$ cat src/sv/ca_row_pkg.sv
`timescale 1ns / 1ps

package ca_row_pkg;

    localparam int CELLS_DEF  = 64;
    localparam int ROW_W      = 64;
    localparam int IDX_W      = 6;
    localparam int RESET_SEED = 32;
    localparam int RESET_TAP  = 32;

    typedef enum logic [1:0] {
        RULE_30    = 2'd0,
        RULE_57630 = 2'd1,
        RULE_39318 = 2'd2
    } t_rule;

    typedef enum logic [1:0] {
        CFG_RULE_SELECT   = 2'd0,
        CFG_ZERO_BOUNDARY = 2'd1,
        CFG_SEED_CELL     = 2'd2,
        CFG_TAP_CELL      = 2'd3
    } t_cfg_index;

endpackage

$ cat src/sv/cellular_automaton_row_step.sv
`timescale 1ns / 1ps

// One-dimensional cellular automaton row of CELLS cells (cell i at bit i) with a
// random-bit tap. Each input transfer is one tick: reload puts a single one at
// seed_cell, otherwise every cell advances one generation at once under the
// selected rule (30, 57630 or 39318), with the row ends wrapping or reading as
// zero. The block takes one tick per clock while o_stall is low and delivers
// its result in the cycle after the transfer, from an output register; the
// row register is fed back through the neighbor logic in front of it. While a
// result is held by i_stall, o_stall is raised. Configuration writes are always
// ready and take effect for the next tick.
module cellular_automaton_row_step #(
    parameter int CELLS = ca_row_pkg::CELLS_DEF
) (
    input  logic                        i_clk,
    input  logic                        i_rst_n,
    input  logic                        i_cfg_valid,
    output logic                        o_cfg_ready,
    input  logic [1:0]                  i_cfg_index,
    input  logic [ca_row_pkg::IDX_W-1:0] i_cfg_data,
    input  logic                        i_valid,
    output logic                        o_stall,
    input  logic                        i_reload,
    output logic                        o_valid,
    input  logic                        i_stall,
    output logic [ca_row_pkg::ROW_W-1:0] o_row,
    output logic                        o_tap_bit
);
    import ca_row_pkg::*;

    logic [1:0]       r_rule;
    logic             r_zero_bnd;
    logic [IDX_W-1:0] r_seed;
    logic [IDX_W-1:0] r_tap;
    logic [CELLS-1:0] r_cells;
    logic [CELLS-1:0] n_cells;
    logic [CELLS-1:0] rst_row;
    logic [CELLS-1:0] seed_row;
    logic [CELLS-1:0] gen_row;
    logic [CELLS-1:0] l1;
    logic [CELLS-1:0] l2;
    logic [CELLS-1:0] r1;
    logic [ROW_W-1:0] row_ext;
    logic             r_out_valid;
    logic [ROW_W-1:0] r_out_row;
    logic             r_out_tap;
    logic             in_xfer;

    assign o_cfg_ready = 1'b1;
    assign o_stall     = r_out_valid & i_stall;
    assign in_xfer     = i_valid & ~o_stall;

    // neighbor taps, ends wrap unless the zero boundary is selected
    for (genvar gi = 0; gi < CELLS; gi++) begin : g_cell
        assign rst_row[gi]  = (gi == RESET_SEED);
        assign seed_row[gi] = (r_seed == IDX_W'(gi));
        if (gi >= 1) begin : g_l1
            assign l1[gi] = r_cells[gi-1];
        end else begin : g_l1w
            assign l1[gi] = ~r_zero_bnd & r_cells[CELLS-1];
        end
        if (gi >= 2) begin : g_l2
            assign l2[gi] = r_cells[gi-2];
        end else begin : g_l2w
            assign l2[gi] = ~r_zero_bnd & r_cells[CELLS-2+gi];
        end
        if (gi < CELLS-1) begin : g_r1
            assign r1[gi] = r_cells[gi+1];
        end else begin : g_r1w
            assign r1[gi] = ~r_zero_bnd & r_cells[0];
        end
    end

    always_comb begin
        case (r_rule)
            RULE_57630: gen_row = l2 ^ l1 ^ (r_cells | r1);
            RULE_39318: gen_row = r_cells ^ r1 ^ (l2 | l1);
            default:    gen_row = l1 ^ (r_cells | r1);
        endcase
    end

    assign n_cells = i_reload ? seed_row : gen_row;
    assign row_ext = ROW_W'(n_cells);

    always_ff @(posedge i_clk) begin
        if (!i_rst_n) begin
            r_rule     <= RULE_30;
            r_zero_bnd <= 1'b0;
            r_seed     <= IDX_W'(RESET_SEED);
            r_tap      <= IDX_W'(RESET_TAP);
        end else if (i_cfg_valid) begin
            case (i_cfg_index)
                CFG_RULE_SELECT:   r_rule     <= i_cfg_data[1:0];
                CFG_ZERO_BOUNDARY: r_zero_bnd <= i_cfg_data[0];
                CFG_SEED_CELL:     r_seed     <= i_cfg_data;
                CFG_TAP_CELL:      r_tap      <= i_cfg_data;
                default: ;
            endcase
        end
    end

    always_ff @(posedge i_clk) begin
        if (!i_rst_n) begin
            r_cells     <= rst_row;
            r_out_valid <= 1'b0;
        end else begin
            if (in_xfer) begin
                r_cells     <= n_cells;
                r_out_valid <= 1'b1;
            end else if (!i_stall) begin
                r_out_valid <= 1'b0;
            end
        end
    end

    // bits at and above CELLS are zero, so an out-of-row tap reads zero
    always_ff @(posedge i_clk) begin
        if (in_xfer) begin
            r_out_row <= row_ext;
            r_out_tap <= row_ext[r_tap];
        end
    end

    assign o_valid   = r_out_valid;
    assign o_row     = r_out_row;
    assign o_tap_bit = r_out_tap;

endmodule

$ cat config.mk
export PLATFORM = sky130hd
export DESIGN_NAME = cellular_automaton_row_step
export DESIGN_NICKNAME = d
export VERILOG_FILES = /design/src/sv/ca_row_pkg.sv /design/src/sv/cellular_automaton_row_step.sv
export SDC_FILE = /design/constraint.sdc
export NUM_CORES = 1
export LEC_CHECK = 0
export ABC_CLOCK_PERIOD_IN_PS = 2000
export BUFFER_PORTS_ARGS = -buffer_cell sky130_fd_sc_hd__buf_2
export CAP_MARGIN = 20
export CORE_ASPECT_RATIO = 0.75
export CORE_UTILIZATION = 57
export CTS_BUF_LIST = sky130_fd_sc_hd__clkbuf_2
export DETAILED_ROUTE_END_ITERATION = 8
export GPL_TIMING_DRIVEN = 0
export PLACE_DENSITY = 0.79
export SKIP_LAST_GASP = 1
export SLEW_MARGIN = 20
export SYNTH_ARGS = -nofsm -noshare
export SYNTH_HDL_FRONTEND = slang
export SYNTH_SLANG_ARGS = --single-unit
$ cat constraint.sdc
create_clock -name i_clk -period 2 [get_ports i_clk]
set_input_delay 0.2 -clock i_clk [delete_from_list [all_inputs] [get_ports i_clk]]
set_output_delay 0.2 -clock i_clk [all_outputs]
set_load 0.05 [all_outputs]
# == Word level (Yosys, flattened, before mapping) ==
# Index checks and enable logic that the tools add are counted.
# word_totals
regBits,145
output_inout_bits,68
elab_cells,104
# op_classes
order_cmp,1
n_eq_ne,69
mux,6
n_bitwise,14
n_reduce_logical,6
# ops
cell,n
$xor A64 B64 Y64,5
$eq A6 B6 Y1 const B,32
$or A64 B64 Y64,2
$pmux W64 S2,1
$eq A6 B5 Y1 const B,16
$mux W64,1
$eq A6 B4 Y1 const B,8
$eq A6 B3 Y1 const B,4
$eq A6 B2 Y1 const B,2
$reduce_and A2 Y1,4
$lt A6 B7 Y1 const B,1
$bmux W1 S6,1
$eq A2 B2 Y1 const B,3
$eq A6 B1 Y1 const B,1
$logic_not A6 Y1,1
$and A1 B1 Y1,5
$eq A2 B1 Y1 const B,2
$mux W1,3
$logic_not A2 Y1,1
$ne A2 B1 Y1 const B,1
$not A1 Y1,2

# == Depth between registers and ports, before layout ==
# logic_depth
depth_word,8
mapped_depth,11
depth_no_buf,10

# == Worst setup path after synthesis ==
# Ideal clock, no wire load.
# synth_path
path_type,register to register
start,register r_out_valid (netlist: o_valid)
end,register r_out_row[0] (netlist: o_row[0]) (enable)
t_arrival_ns,1.687
required_time_ns,1.606
setup_slack_ns,-0.080
stages_incl_launch_ff,5
n_path_buf,1
period_less_slack_ns,2.080
path_cell_list,dfxtp_1 -> nand2_1 -> nand2_1 -> clkbuf_1 -> inv_2
# synth_via
elab_chain_cells,3
# synth_lines
element,line_no,rtl
"start, declared",cellular_automaton_row_step.sv:44,logic r_out_valid;
"start signal, assigned",cellular_automaton_row_step.sv:105,r_out_valid <= 1'b0;
"start signal, assigned",cellular_automaton_row_step.sv:109,r_out_valid <= 1'b1;
"start signal, assigned",cellular_automaton_row_step.sv:111,r_out_valid <= 1'b0;
$and A1 B1 Y1,cellular_automaton_row_step.sv:50,assign o_stall = r_out_valid & i_stall;
$not A1 Y1,cellular_automaton_row_step.sv:51,assign in_xfer = i_valid & ~o_stall;
$and A1 B1 Y1,cellular_automaton_row_step.sv:51,
named net in_xfer,cellular_automaton_row_step.sv:47,logic in_xfer;
"end signal, assigned",cellular_automaton_row_step.sv:119,r_out_row <= row_ext;
"end, declared",cellular_automaton_row_step.sv:45,logic [ROW_W-1:0] r_out_row;
# The timed path passes the listed nets, and every way through them passes these cells.
# A chain may end at the register's enable or synchronous reset.

# == Worst setup path in the final report ==
# layout_path
start,register r_rule[1]
end,register r_out_tap (netlist: o_tap_bit) (data pin)
# layout_via
elab_chain_cells,5
elab_cells_between_ends,6
classes_between,2 x eq/ne; 4 x mux
# layout_lines
element,line_no,rtl
"start, declared",cellular_automaton_row_step.sv:31,logic [1:0] r_rule;
"start signal, assigned",cellular_automaton_row_step.sv:93,CFG_RULE_SELECT: r_rule <= i_cfg_data[1:0];
$eq A2 B2 Y1 / $eq A2 B1 Y1 (equally long branches),cellular_automaton_row_step.sv:75,case (r_rule)
$pmux W64 S2 (*),cellular_automaton_row_step.sv:75,
$mux W64 (*),cellular_automaton_row_step.sv:82,assign n_cells = i_reload ? seed_row : gen_row;
named net n_cells[42],cellular_automaton_row_step.sv:36,logic [CELLS-1:0] n_cells;
$bmux W1 S6 (*),cellular_automaton_row_step.sv:120,r_out_tap <= row_ext[r_tap];
$mux W1 (not written as such) (*),cellular_automaton_row_step.sv:120,
"end signal, assigned",cellular_automaton_row_step.sv:120,
"end, declared",cellular_automaton_row_step.sv:46,logic r_out_tap;
# The timed path passes the listed nets; every way through them passes the cells marked *. The select of a mux whose other input is x is not followed.

==> impl_metrics.py <==
metrics = {
    "final_layout": {
        "final_area_um2": 12100,
        "final_cells": 1452,
        "final_nets": 1283,
        "utilization": 0.704,
        "num_antenna_cells": 0,
        "area_growth_syn_to_layout_pct": 18.5,
        "fillCellCount": 1283,
        "drive_gt1_frac": 0.237,
    },
    "place": {
        "gp_congestion": 1.01,
        "portBuffers": 78,
        "place_ws_ns": -0.936,
        "placed_area_um2": 10900,
        "place_hpwl_um": 25600,
        "dp_cells": 1369,
    },
    "critical_path": {
        "path_buf_inv": 3,
        "critPathMaxStageDelay_ns": 0.37,
        "cp_common_cell": "a41oi_1",
        "crit_required_ns": 2.67,
        "endpoint_kind": "flip-flop",
        "path_cells": "buf_6 -> xnor2_4 -> buf_12 -> buf_4 -> a22oi_1 -> o21ai_1 -> mux2i_1 -> a41oi_1 -> a41oi_1 -> a32oi_2",
        "crit_type": "reg2reg",
        "cpLargestDelayFamily": "compound AO/OA/AOI/OAI gates",
        "critical_path_arrival_ns": 3.13,
        "critPathLaunchType": "flip-flop",
        "path_max_fanout": 8,
        "cp_slowest_cell": "dfxtp_2",
    },
    "floorplan": {
        "dieArea_um2": 18400,
        "io_pins": 82,
        "fp.dieH_um": 118,
        "die_w_um": 156,
        "start_util": 0.594,
        "rows": 41,
        "core_um2": 17100,
    },
    "clocking": {
        "path_clk_slew_ns": 0.25,
        "cts-buffers-inserted": 17,
        "cts_root_buf": "clkbuf_2",
        "htree_levels": 4,
        "clock-sinks": 145,
        "cts.path.max_buffers": 2,
        "cts_tree": "yes",
        "clk_latency_ns": 0.82,
    },
    "global_route": {
        "grt_max_degree": 75,
        "gr-usage-all-layers": 0.410,
        "antenna_found_initial": 0,
        "grt_pass1_vias": 9166,
        "grt_pass1_wl_um": 55300,
        "gr-total-overflow": 0,
    },
    "yosys": {
        "ys_seq_area_frac": 0.349,
        "synthArstFlopShare": 0,
        "synth_seq_cells": 145,
        "synth_commonest_cells": "xnor2_1, a22oi_1, nor2_1",
        "syn_inst": 1055,
        "synth-edff-count": 65,
        "synth_nets": 1135,
        "synthTopCellsByArea": "edfxtp_1, dfxtp_1, xnor2_1",
        "post-synth-top-count-cell": "xnor2_1",
        "synth.top_cell.area_share": 0.192,
        "yosysWarnings": 0,
        "synth_ff_type": "dfxtp_1",
        "ys_types": 74,
        "synth.cell_area_um2": 10200,
        "synth_largest_area_cell": "edfxtp_1",
        "syn_avg_cell_area_um2": 9.64,
    },
    "job": {
        "maxCapViolations": 0,
    },
    "detailed_routing": {
        "drtPass1Iterations": 7,
        "dr_total_vias": 9574,
        "drtAntennaViolNets": 0,
        "post-route-drc-count": 0,
        "wire_per_inst_um": 25.9,
        "wl_um": 37600,
        "viasPerCell": 6.59,
        "first_iter_violations": 1319,
    },
    "sta": {
        "slew_headroom": 0.162,
        "drv_slew": 0,
        "finClkSkew_ns": 0.0534,
        "tns_ns": -0.582,
        "period_share": 1.23,
        "max_clock_freq_ghz": 0.406,
        "period_needed_ns": 2.46,
        "finalSetupViolCount": 4,
        "finalWorstSetupSlack_ns": -0.461,
        "hold_viol_final": 0,
        "worstMarginPinSlew_ns": 1.26,
        "rsz0062_at_grt": "yes",
    },
    "power": {
        "p_switching_w": 0.00387,
        "swShare": 0.405,
        "ir_drop_uv": 491,
        "cellLeakagePower_nw": 4.53,
        "p_int_w": 0.00570,
        "combPwrFrac": 0.422,
        "powerDensity_nw_per_um2": 794,
        "power_frac_clock": 0.206,
        "seqPwrFrac": 0.372,
    },
    "run_status": {
        "violations": "negative setup slack",
        "status": "finished with violations",
    },
    "worst_hold_path": {
        "hold_class": "in2reg",
    },
}
[power groups by stage]
stage / clock (W) / sequential (W) / combinational (W)
finish: 0.00197 / 0.00356 / 0.00404
global route: 0.00207 / 0.00359 / 0.00425
CTS: 0.00196 / 0.00356 / 0.00380
detailed placement: 0 / 0.00361 / 0.00361
global placement: 0 / 0.00361 / 0.00355
floorplan: 0 / 0.00411 / 0.00231
[worst min-delay path, stage by stage]
cell,delay [ns]
buf_2,0.10
nand2_1,0.08
nand2_1,0.10
clkbuf_1,0.24
nor2_1,0.15
a211oi_1,0.05
[cells by family after synthesis]
logic type | after synthesis | synth area share
xor gates and xnor gates | 192 | 0.167
AOI/OAI and AO/OA | 298 | 0.212
adders and majority gates | 66 | 0.0812
and+or+nand+nor | 182 | 0.0991
DFF | 145 | 0.349
other | 1 | 0.000369
buffers and inverters | 148 | 0.0680
muxes | 23 | 0.0228
[placed cells by master, fill, tap and decap left out, drive strengths merged, types with 5 or more instances in the layout]
cell and n:
xnor2 175, buf 155, a22oi 104, nor2 85, inv 80, dfxtp 80, ha 66, edfxtp 65
a211oi 61, o21ai 58, clkbuf 49, nand2 32, mux2i 22, xor2 17, dlygate4sd3 14, o211ai 13
a21oi 10, nand3 8, o22ai 8, clkinv 8, nor3 7, nand4 6, o211a 5, o2111ai 5
and4bb 5, o221ai 5
[path summary, 6_finish.rpt]
path / from / depth (start not counted) / slack, ns / end
setup / recovery: r_rule[1] / 10 / -0.46 / o_tap_bit
hold / removal: i_stall / 6 / 0.13 / r_cells[7]
setup reg to reg: r_rule[1] / 10 / -0.46 / o_tap_bit
hold reg to reg: r_cells[63] / 2 / 0.50 / r_cells[63]
[per-layer routing]
layer	share of wire	vias up	global-route usage
met5	0	-	0
met4	0.052	0	0.213
met3	0.14	167	0.126
met2	0.41	729	0.577
met1	0.40	4499	0.560
li1	-	4179	-
[cell type report]
cell class	instances	area, µm²	area share
Tap cell	236	295	0.0245
Timing Repair Buffer	133	872	0.0723
Multi-Input combinational cell	762	6230	0.517
Clock buffer	18	90.1	0.00747
Sequential cell	145	3590	0.298
Buffer	67	508	0.0421
Inverter	77	294	0.0244
Clock inverter	14	176	0.0146
[state kept, by name (all words and copies together) (netlist names)]
name and count:
r_seed 6, r_cells 64, r_zero_bnd 1, o_tap_bit 1
o_valid 1, r_rule 2, r_tap 6, o_row 64
[what timing repair did]
action | 4_1_cts | 5_1_grt
endpoints found under the hold margin | 22 | 0
gates resized for setup | 79 | 55
hold buffers | 14 | 0
buffers inserted | 35 | 5
pin swaps | 13 | 12
endpoints found under the setup margin | 67 | 93
gates cloned | 0 | 1
[stage by stage]
stage | hold WS (ns) | power (W)
5_1_grt | 0.148 | 0.00990
2_1_floorplan | 0.324 | 0.00642
3_5_place_dp | 0.436 | 0.00723
4_1_cts | 0.109 | 0.00932
3_3_place_gp | 0.426 | 0.00716
6_report | 0.133 | 0.00957
No activity file was read; power rests on OpenSTA's default activity.
